--- src/rtl/cmfta_pkg.sv ---
// Shared widths, register indexes, payload types and level size function for the cube map unit.
package cmfta_pkg;

  localparam int SIZE_W  = 13;
  localparam int TEXEL_W = 12;
  localparam int FACE_W  = 3;
  localparam int IMG_W   = 7;
  localparam int LVL_W   = 4;

  localparam logic [LVL_W-1:0]  MAX_LEVEL  = 4'd12;
  localparam logic [SIZE_W-1:0] SIZE_LIMIT = 13'd4096;
  localparam logic [SIZE_W-1:0] BASE_RESET = 13'd256;

  // Configuration register indexes
  typedef logic [0:0] cfg_index_t;
  localparam cfg_index_t CFG_BASE_WIDTH  = 1'b0;
  localparam cfg_index_t CFG_BASE_HEIGHT = 1'b1;

  typedef enum logic [1:0] {
    AXIS_X = 2'd0,
    AXIS_Y = 2'd1,
    AXIS_Z = 2'd2
  } axis_t;

  // Per-transaction data that rides alongside the divider
  typedef struct packed {
    logic [FACE_W-1:0] face;
    logic [IMG_W-1:0]  image_index;
    logic              zero;
    logic [SIZE_W-1:0] w;
    logic [SIZE_W-1:0] h;
  } side_t;

  // Face size at a level: base clamped to 1..4096, halved per level, at least 1
  function automatic logic [SIZE_W-1:0] level_size(input logic [SIZE_W-1:0] base,
                                                   input logic [LVL_W-1:0]  lvl);
    logic [SIZE_W-1:0] b;
    b = base;
    if (b == '0) begin
      b = SIZE_W'(1);
    end
    if (b > SIZE_LIMIT) begin
      b = SIZE_LIMIT;
    end
    b = b >> lvl;
    if (b == '0) begin
      b = SIZE_W'(1);
    end
    return b;
  endfunction

endpackage

--- src/rtl/cube_map_face_texel_address.sv ---
// Cube map face selection and texel address pipeline with restoring divider stages.
//
// Takes one lookup transaction per clock and never stalls: busy is always low.
// Each transaction's result is presented with out_valid for a single cycle. The
// pipeline is four front stages (operand capture, major axis pick, coordinate
// offset, size multiply), thirteen restoring divider stages that produce one
// quotient bit each, and the output register. A zero direction yields face 5,
// texel 0,0 and out_zero_direction high. Write the base size registers only when
// no transaction is in flight.
module cube_map_face_texel_address
  import cmfta_pkg::*;
#(
  parameter int COORD_BITS = 16
) (
  input  logic                         clk,
  input  logic                         rst_n,
  input  logic                         start,
  output logic                         busy,
  input  logic signed [COORD_BITS-1:0] in_dir_x,
  input  logic signed [COORD_BITS-1:0] in_dir_y,
  input  logic signed [COORD_BITS-1:0] in_dir_z,
  input  logic [LVL_W-1:0]             in_mip_level,
  output logic                         out_valid,
  output logic [FACE_W-1:0]            out_face,
  output logic [IMG_W-1:0]             out_image_index,
  output logic [TEXEL_W-1:0]           out_texel_x,
  output logic [TEXEL_W-1:0]           out_texel_y,
  output logic                         out_zero_direction,
  input  logic                         cfg_wr_en,
  input  cfg_index_t                   cfg_index,
  input  logic [SIZE_W-1:0]            cfg_data
);

  localparam int CW     = COORD_BITS;
  localparam int SUM_W  = CW + 1;
  localparam int NUM_W  = SUM_W + SIZE_W;
  localparam int QUO_W  = SIZE_W;
  localparam int LATENCY = QUO_W + 5;

  // Configuration registers
  logic [SIZE_W-1:0] base_width_r, base_height_r;

  always_ff @(posedge clk) begin
    if (!rst_n) begin
      base_width_r  <= BASE_RESET;
      base_height_r <= BASE_RESET;
    end else if (cfg_wr_en) begin
      unique case (cfg_index)
        CFG_BASE_WIDTH:  base_width_r  <= cfg_data;
        CFG_BASE_HEIGHT: base_height_r <= cfg_data;
        default:         base_width_r  <= base_width_r;
      endcase
    end
  end

  logic in_accept;
  assign busy      = 1'b0;
  assign in_accept = start && !busy;

  // ---------------- Stage 1: capture, magnitudes, level sizes ----------------
  logic                 vld_s1_r;
  logic signed [CW-1:0] dir_s1_r [3];
  logic [CW-1:0]        mag_s1_r [3];
  logic [LVL_W-1:0]     lvl_s1_r;
  logic [SIZE_W-1:0]    w_s1_r, h_s1_r;

  logic signed [CW-1:0] dir_in [3];
  logic [LVL_W-1:0]     lvl_sat;

  assign dir_in[0] = in_dir_x;
  assign dir_in[1] = in_dir_y;
  assign dir_in[2] = in_dir_z;
  assign lvl_sat   = (in_mip_level > MAX_LEVEL) ? MAX_LEVEL : in_mip_level;

  always_ff @(posedge clk) begin
    for (int i = 0; i < 3; i++) begin
      dir_s1_r[i] <= dir_in[i];
      mag_s1_r[i] <= dir_in[i][CW-1] ? CW'(~dir_in[i] + 1'b1) : CW'(dir_in[i]);
    end
    lvl_s1_r <= lvl_sat;
    w_s1_r   <= level_size(base_width_r, lvl_sat);
    h_s1_r   <= level_size(base_height_r, lvl_sat);
  end

  // ---------------- Stage 2: major axis, face, image index ----------------
  logic                 vld_s2_r;
  logic [CW-1:0]        m_s2_r;
  logic signed [CW-1:0] cn_s2_r, ca_s2_r;
  side_t                side_s2_r;

  axis_t                axis;
  logic [CW-1:0]        m_sel;
  logic signed [CW-1:0] major, cn_sel, ca_sel;
  logic                 neg;
  logic [FACE_W-1:0]    face_sel;

  always_comb begin
    axis = AXIS_X;
    if (!(mag_s1_r[0] > mag_s1_r[1])) begin
      axis = AXIS_Y;
    end
    if (!(((axis == AXIS_Y) ? mag_s1_r[1] : mag_s1_r[0]) > mag_s1_r[2])) begin
      axis = AXIS_Z;
    end
  end

  // Route the major component and the two cyclically following ones
  always_comb begin
    unique case (axis)
      AXIS_X: begin
        major  = dir_s1_r[0];
        m_sel  = mag_s1_r[0];
        cn_sel = dir_s1_r[1];
        ca_sel = dir_s1_r[2];
      end
      AXIS_Y: begin
        major  = dir_s1_r[1];
        m_sel  = mag_s1_r[1];
        cn_sel = dir_s1_r[2];
        ca_sel = dir_s1_r[0];
      end
      default: begin
        major  = dir_s1_r[2];
        m_sel  = mag_s1_r[2];
        cn_sel = dir_s1_r[0];
        ca_sel = dir_s1_r[1];
      end
    endcase
  end

  assign neg      = major[CW-1] || (major == '0);
  assign face_sel = {axis, neg};

  always_ff @(posedge clk) begin
    m_s2_r                <= m_sel;
    cn_s2_r               <= cn_sel;
    ca_s2_r               <= ca_sel;
    side_s2_r.face        <= face_sel;
    side_s2_r.image_index <= IMG_W'(lvl_s1_r) * IMG_W'(6) + IMG_W'(face_sel);
    side_s2_r.zero        <= (m_sel == '0);
    side_s2_r.w           <= w_s1_r;
    side_s2_r.h           <= h_s1_r;
  end

  // ---------------- Stage 3: offset coordinates, divisor 2m ----------------
  logic              vld_s3_r;
  logic [SUM_W-1:0]  sx_s3_r, sy_s3_r, div_s3_r;
  side_t             side_s3_r;

  always_ff @(posedge clk) begin
    sx_s3_r   <= {cn_s2_r[CW-1], cn_s2_r} + {1'b0, m_s2_r};
    sy_s3_r   <= {ca_s2_r[CW-1], ca_s2_r} + {1'b0, m_s2_r};
    div_s3_r  <= {m_s2_r, 1'b0};
    side_s3_r <= side_s2_r;
  end

  // ---------------- Stage 4 and divider: one quotient bit per stage ----------------
  logic              vld_d_r  [0:QUO_W];
  logic [NUM_W-1:0]  rem_x_r  [0:QUO_W];
  logic [NUM_W-1:0]  rem_y_r  [0:QUO_W];
  logic [QUO_W-1:0]  quo_x_r  [0:QUO_W];
  logic [QUO_W-1:0]  quo_y_r  [0:QUO_W];
  logic [SUM_W-1:0]  div_d_r  [0:QUO_W];
  side_t             side_d_r [0:QUO_W];

  logic [NUM_W-1:0]  rem_x_nxt [1:QUO_W];
  logic [NUM_W-1:0]  rem_y_nxt [1:QUO_W];
  logic [QUO_W-1:0]  quo_x_nxt [1:QUO_W];
  logic [QUO_W-1:0]  quo_y_nxt [1:QUO_W];
  logic [NUM_W-1:0]  trial     [0:QUO_W-1];

  // Compare and subtract the shifted divisor, most significant quotient bit first
  always_comb begin
    for (int k = 0; k < QUO_W; k++) begin
      trial[k]       = NUM_W'(div_d_r[k]) << (QUO_W - 1 - k);
      rem_x_nxt[k+1] = rem_x_r[k];
      rem_y_nxt[k+1] = rem_y_r[k];
      quo_x_nxt[k+1] = quo_x_r[k];
      quo_y_nxt[k+1] = quo_y_r[k];
      if (rem_x_r[k] >= trial[k]) begin
        rem_x_nxt[k+1]              = rem_x_r[k] - trial[k];
        quo_x_nxt[k+1][QUO_W-1-k]   = 1'b1;
      end
      if (rem_y_r[k] >= trial[k]) begin
        rem_y_nxt[k+1]              = rem_y_r[k] - trial[k];
        quo_y_nxt[k+1][QUO_W-1-k]   = 1'b1;
      end
    end
  end

  always_ff @(posedge clk) begin
    rem_x_r[0]  <= NUM_W'(sx_s3_r) * NUM_W'(side_s3_r.w);
    rem_y_r[0]  <= NUM_W'(sy_s3_r) * NUM_W'(side_s3_r.h);
    quo_x_r[0]  <= '0;
    quo_y_r[0]  <= '0;
    div_d_r[0]  <= div_s3_r;
    side_d_r[0] <= side_s3_r;
    for (int k = 1; k <= QUO_W; k++) begin
      rem_x_r[k]  <= rem_x_nxt[k];
      rem_y_r[k]  <= rem_y_nxt[k];
      quo_x_r[k]  <= quo_x_nxt[k];
      quo_y_r[k]  <= quo_y_nxt[k];
      div_d_r[k]  <= div_d_r[k-1];
      side_d_r[k] <= side_d_r[k-1];
    end
  end

  // Advance valid bits through every stage
  always_ff @(posedge clk) begin
    if (!rst_n) begin
      vld_s1_r <= 1'b0;
      vld_s2_r <= 1'b0;
      vld_s3_r <= 1'b0;
      for (int k = 0; k <= QUO_W; k++) begin
        vld_d_r[k] <= 1'b0;
      end
    end else begin
      vld_s1_r   <= in_accept;
      vld_s2_r   <= vld_s1_r;
      vld_s3_r   <= vld_s2_r;
      vld_d_r[0] <= vld_s3_r;
      for (int k = 1; k <= QUO_W; k++) begin
        vld_d_r[k] <= vld_d_r[k-1];
      end
    end
  end

  // ---------------- Output register: clamp, and zero the texel for a zero direction ----------------
  logic                out_valid_r;
  logic [FACE_W-1:0]   out_face_r;
  logic [IMG_W-1:0]    out_img_r;
  logic [TEXEL_W-1:0]  out_tx_r, out_ty_r;
  logic                out_zero_r;

  side_t               side_f;
  logic [SIZE_W-1:0]   w_m1, h_m1, tx_clamp, ty_clamp;

  assign side_f   = side_d_r[QUO_W];
  assign w_m1     = side_f.w - 1'b1;
  assign h_m1     = side_f.h - 1'b1;
  assign tx_clamp = (quo_x_r[QUO_W] > w_m1) ? w_m1 : quo_x_r[QUO_W];
  assign ty_clamp = (quo_y_r[QUO_W] > h_m1) ? h_m1 : quo_y_r[QUO_W];

  always_ff @(posedge clk) begin
    if (!rst_n) begin
      out_valid_r <= 1'b0;
    end else begin
      out_valid_r <= vld_d_r[QUO_W];
    end
  end

  always_ff @(posedge clk) begin
    out_face_r <= side_f.face;
    out_img_r  <= side_f.image_index;
    out_zero_r <= side_f.zero;
    out_tx_r   <= side_f.zero ? '0 : tx_clamp[TEXEL_W-1:0];
    out_ty_r   <= side_f.zero ? '0 : ty_clamp[TEXEL_W-1:0];
  end

  assign out_valid          = out_valid_r;
  assign out_face           = out_face_r;
  assign out_image_index    = out_img_r;
  assign out_texel_x        = out_tx_r;
  assign out_texel_y        = out_ty_r;
  assign out_zero_direction = out_zero_r;

`ifndef SYNTHESIS
  // Every accepted transaction yields its result strobe at the pipeline depth
  a_latency: assert property (@(posedge clk) disable iff (!rst_n)
    in_accept |-> ##LATENCY out_valid)
    else $error("result strobe missing at pipeline depth");

  // A zero direction maps to the negative z face at texel 0,0
  a_zero_dir: assert property (@(posedge clk) disable iff (!rst_n)
    (out_valid && out_zero_direction) |->
      (out_face == 3'd5 && out_texel_x == '0 && out_texel_y == '0))
    else $error("zero direction result malformed");

  // Face code stays within the six faces
  a_face_range: assert property (@(posedge clk) disable iff (!rst_n)
    out_valid |-> (out_face <= 3'd5))
    else $error("face code out of range");

  // No result strobe without a transaction in the pipeline
  a_no_phantom: assert property (@(posedge clk) disable iff (!rst_n)
    out_valid |-> $past(vld_d_r[QUO_W]))
    else $error("result strobe without a transaction");
`endif

endmodule

--- config.mk ---
export PLATFORM = sky130hd
export DESIGN_NAME = cube_map_face_texel_address
export DESIGN_NICKNAME = d
export VERILOG_FILES = /design/src/rtl/cmfta_pkg.sv /design/src/rtl/cube_map_face_texel_address.sv
export SDC_FILE = /design/constraint.sdc
export NUM_CORES = 2
export LEC_CHECK = 0
export ABC_AREA = 1
export BUFFER_PORTS_ARGS = -buffer_cell sky130_fd_sc_hd__buf_4
export CAP_MARGIN = 20
export CORE_MARGIN = 8
export CORE_UTILIZATION = 50
export DETAILED_ROUTE_END_ITERATION = 10
export MAX_ROUTING_LAYER = met4
export PLACE_DENSITY = 0.65
export SYNTH_ARGS = -nofsm -noshare
export SYNTH_HDL_FRONTEND = slang
export SYNTH_SLANG_ARGS = --single-unit
export TNS_END_PERCENT = 10
--- constraint.sdc ---
create_clock -name clk -period 15.6 [get_ports clk]
set_clock_uncertainty 0.15 [all_clocks]
set_input_delay 1.56 -clock clk [delete_from_list [all_inputs] [get_ports clk]]
set_output_delay 1.56 -clock clk [all_outputs]
set_load 0.005 [all_outputs]
* Word-level counts from Yosys, hierarchy flattened
Memory sizes are Yosys's and may differ from the RTL's. A register that Yosys moved wholly into a read port is not among the register bits. Index checks and enable logic that the tools add are counted.
Word-level totals: flip-flop bits (word level) 266, memory bits (writable) 2070, logic and storage cells 226, memories 9
Operators by class: add/subtract/negate cells 34, multiply operators 3, magnitude comparators 33, equality and inequality tests 2, shift-type cells 2, muxes and demuxes 85, bitwise gates (word level) 18, reductions and logical operators 11
Memory list:
- side_d_r | words 14, width 37, read ports 14, clocked after memory_dff 0, write ports 14, line cube_map_face_texel_address.sv:164 | side_t side_d_r [0:QUO_W];
- rem_x_r | words 14, width 30, read ports 13, clocked after memory_dff 0, write ports 14, line cube_map_face_texel_address.sv:159 | logic [NUM_W-1:0] rem_x_r [0:QUO_W];
- rem_y_r | words 14, width 30, read ports 13, clocked after memory_dff 0, write ports 14, line cube_map_face_texel_address.sv:160 | logic [NUM_W-1:0] rem_y_r [0:QUO_W];
- div_d_r | words 14, width 17, read ports 13, clocked after memory_dff 0, write ports 14, line cube_map_face_texel_address.sv:163 | logic [SUM_W-1:0] div_d_r [0:QUO_W];
- quo_x_r | words 14, width 13, read ports 14, clocked after memory_dff 0, write ports 14, line cube_map_face_texel_address.sv:161 | logic [QUO_W-1:0] quo_x_r [0:QUO_W];
- quo_y_r | words 14, width 13, read ports 14, clocked after memory_dff 0, write ports 14, line cube_map_face_texel_address.sv:162 | logic [QUO_W-1:0] quo_y_r [0:QUO_W];
- +3 memories
Operators by type and width (number):
- 30-bit 2-to-1 mux | 26
- 16-bit one-hot mux with 2 select lines | 4
- 16-bit 2-to-1 mux | 4
- 30-bit by 17-bit greater-or-equal comparator with 1-bit output | 2
- 30-bit by 18-bit greater-or-equal comparator with 1-bit output | 2
- 30-bit by 19-bit greater-or-equal comparator with 1-bit output | 2
- 30-bit by 20-bit greater-or-equal comparator with 1-bit output | 2
- 30-bit by 21-bit greater-or-equal comparator with 1-bit output | 2
- 30-bit by 22-bit greater-or-equal comparator with 1-bit output | 2
- 30-bit by 23-bit greater-or-equal comparator with 1-bit output | 2
- 30-bit by 24-bit greater-or-equal comparator with 1-bit output | 2
- 30-bit by 25-bit greater-or-equal comparator with 1-bit output | 2
- 30-bit by 26-bit greater-or-equal comparator with 1-bit output | 2
- 30-bit by 27-bit greater-or-equal comparator with 1-bit output | 2
- 30-bit by 28-bit greater-or-equal comparator with 1-bit output | 2
- 30-bit by 29-bit greater-or-equal comparator with 1-bit output | 2
- 17-bit by 13-bit multiplier with 30-bit output | 2
- 30-bit by 17-bit subtractor with 30-bit output | 2
- 30-bit by 18-bit subtractor with 30-bit output | 2
- 30-bit by 19-bit subtractor with 30-bit output | 2
- 30-bit by 20-bit subtractor with 30-bit output | 2
- 30-bit by 21-bit subtractor with 30-bit output | 2
- 30-bit by 22-bit subtractor with 30-bit output | 2
- 30-bit by 23-bit subtractor with 30-bit output | 2
- 31 further kinds | 112

* Depth between registers and ports, before layout
An unclocked memory read counts as a cell.
depth in word-level cells 12, gate-level depth with buffers 32, gate-level depth less buffers 30

* Worst setup path before layout
No wires, ideal clock.
path type register -> register, from register side_s3_r[14] (netlist name), to memory rem_x_r[0][18] (netlist name), data arrival time 4989 ps, required time 15378 ps, path slack 10390 ps, cell stages (with the launch flop) 22, path buffers 2, cell sequence dfxtp_1 clkbuf_1 clkbuf_1 nand2_1 fa_1 inv_1 fa_1 inv_1 fa_1 inv_1 fa_1 fa_1 ha_1 nand2_1 inv_1 a21oi_1 o21ai_0 a31oi_1 o21ai_0 nand2_1 nand2_1 xor2_1
RTL lines:
- start: declaration | line cube_map_face_texel_address.sv:148 | side_t side_s3_r;
- start signal: assignment | line cube_map_face_texel_address.sv:154 | side_s3_r <= side_s2_r;
- end: declaration | line cube_map_face_texel_address.sv:159

==> results.toml <==
[floorplanning]
die_area_sq_um = 200000
io_pins = 107
rows = 158
die-width_um = 447
die_height_um = 447
core_area_sq_um = 185000
floorplan.initialDensity_pct = 50.2

[detailed_routing]
drtAntennaViolNets = 0
drc = 0
drt-initial-drc-count = 4448
avgViaCountPerCell = 5.12
dr_vias = 67900
drt_first_pass_iters = 7
detailed_route_wl_um = 243000
post_drt_wl_per_cell_um = 18.3

[placed_design]
dpl.hpwl_um = 198000
gpl.final_weighted_congestion = 0.950
port_buffers = 105

[sta]
slew_headroom_pct = 38.5
final_max_slew_viol_count = 0
final.setup.tns_ns = 0
setup_violations = 0
final.min_clock_period_ns = 5.79
final_hold_viol_count = 0
grt_setup_unrepaired = "false"
final_critical_path_share_of_the_clock_period_pct = 37.1
worst_slew_pin_slew_ns = 0.922
highest_achievable_clock_rate_mhz = 173

[clock_tree]
ctsHtreeMaxLevel = 4
cts-hold-fix-buffers = 0
post_cts_setup_repair_bufs = 0
tritoncts = "built"
cts_root_buffer = "clkbuf_16"
cts_inserted_buffers = 204
worstSkewPairLatency_ns = 0.90
tritoncts_num_sinks = 2045
post_cts_resized = 0
worst_setup_hold_path_clk_slew_ns = 0.06
ctsLongestPathBuffers = 3

[global_routing]
global_route_wire_length_before_repair_um = 379000
grt_antenna_before_repair = 7
grt_start_max_net_pins = 45
grt_pass1_vias = 68100
track_usage_pct = 24.6
grt_total_ovfl = 0

[yosys]
netlist_instances = 10500
synth-edff-count = 0
synth.cells.most_frequent = "dfxtp_1 (2045), nand2_1 (2016), inv_1 (1482)"
synth.most_common_cell = "dfxtp_1"
avgSynthCellArea_sq_um = 8.84
synth.distinct_cells = 83
synth_ff_type = "dfxtp_1"
post-synth-top-area-fraction_pct = 44.1
synthesized_flop_and_latch_total = 2045
syn_nets = 11600
netlist.top_cell.by_area = "dfxtp_1"
syn_area_sq_um = 92800
synth_seq_area_share_pct = 44.1
synth_top_cells_by_area = "dfxtp_1 (44%), ha_1 (9.0%), nand2_1 (8.2%)"
yosysWarnings = 0
share_of_flip_flops_with_an_asynchronous_set_or_reset_after_synthesis_pct = 0

[cells_and_area]
design.final.nets = 11700
final_layout_size_suffix_gt1_share_pct = 7.18
fillers = 16800
layout-area-overhead-vs-synth_pct = 10.9

[setup_path]
endpoint_class_of_the_critical_path = "flip-flop"
timing.critical_path.fanout_max = 18
cp_data_arrival_time_ns = 6.36
critical_path_required_ns = 16.17
crit_start_category = "flip-flop"
crit_type = "reg2reg"

[flow_run]
max_cap_viol_count = 0

[run_status]
outcome = "finished clean"

[worst_hold_path]
hold_class = "reg2reg"
-- placed cells by master, fill, tap and decap left out, types with 302 or more instances in the layout --
cell,n
a21oi_1,570
nand3_1,374
xor2_1,302
dfxtp_1,2045
inv_1,1482
nand2_1,2016
fa_1,358
nor2_1,656
ha_1,667
o21ai_0,471
-- area by class of cell --
cell class	instances	area [sq um]	share of cell area (%)
Sequential cell	2045	40900	39.8
Clock buffer	266	5670	5.51
Inverter	1509	5680	5.52
Antenna cell	11	27.5	0.0268
Multi-Input combinational cell	6723	45000	43.7
Clock inverter	122	1660	1.61
Tap cell	2480	3100	3.02
Timing Repair Buffer	108	815	0.792
-- worst max-delay path, stage by stage, from the launching register on --
cell and delay, ns:
dfxtp_1 0.86, nand2_1 0.17, fa_1 0.58, inv_1 0.05, fa_1 0.50, inv_1 0.05
fa_1 0.55, inv_1 0.07, fa_1 0.50, fa_1 0.42, ha_1 0.35, nand2_1 0.11
inv_1 0.04, a21boi_0 0.25, o21ai_0 0.20, a21oi_1 0.29, nor2_1 0.08, nor2_1 0.18
o21ai_0 0.13, xor2_1 0.16
-- registers in the layout, indices dropped and copies added, names as in the netlist, 14 cells and up --
signal and count:
sx_s3_r 17, m_s2_r 16, rem_x_r 390, quo_y_r 91, ca_s2_r 16, sy_s3_r 17, rem_y_r 390, quo_x_r 91
side_d_r 504, vld_d_r 14, dir_s1_r 48, div_d_r 208, side_s2_r 36, cn_s2_r 16, div_s3_r 16, mag_s1_r 45
side_s3_r 36
-- cells by family after synthesis --
kind of cell | Yosys count | synth area share, %
other cells | 1 | 0.00404
buf+inv | 1727 | 7.40
flops | 2045 | 44.1
simple gates | 3495 | 16.0
compound gates | 1626 | 10.3
fa+ha+maj | 1025 | 16.7
xor+xnor | 576 | 5.44
-- final timing paths --
path	from	to	slack [ns]	depth (start not counted)
min reg2reg	div_s3_r[4]	div_d_r[0][4]	0.13	0
max	side_s3_r[17]	rem_x_r[0][23]	9.81	19
min	div_s3_r[4]	div_d_r[0][4]	0.13	0
max reg2reg	side_s3_r[17]	rem_x_r[0][23]	9.81	19
-- metal layers --
layer	vias up	routed length, um	track usage (%)
met3	429	9370	2.90
met1	32000	105000	30.0
met2	1518	120000	42.9
met5	-	0	-
met4	0	8220	7.77
li1	33900	-	-
-- through the flow --
stage | area [sq um] | hold WS [ns] | util (%) | cells | worst slack (ns)
final | 103000 | 0.126 | 55.6 | 13300 | 9.81
after global routing | 103000 | 0.124 | 55.6 | 13300 | 9.45
after CTS | 103000 | 0.122 | 55.6 | 13300 | 9.90
after detailed placement | 95500 | 0.162 | 51.6 | 12900 | 9.87
after global placement | 95500 | 0.160 | 51.6 | 12900 | 9.83
after floorplan | 92800 | 0.160 | - | 10500 | 10.39
Power is left out: the tool's default activity adds up to more than one toggle a clock period on the data nets, which glitch-free logic cannot reach.
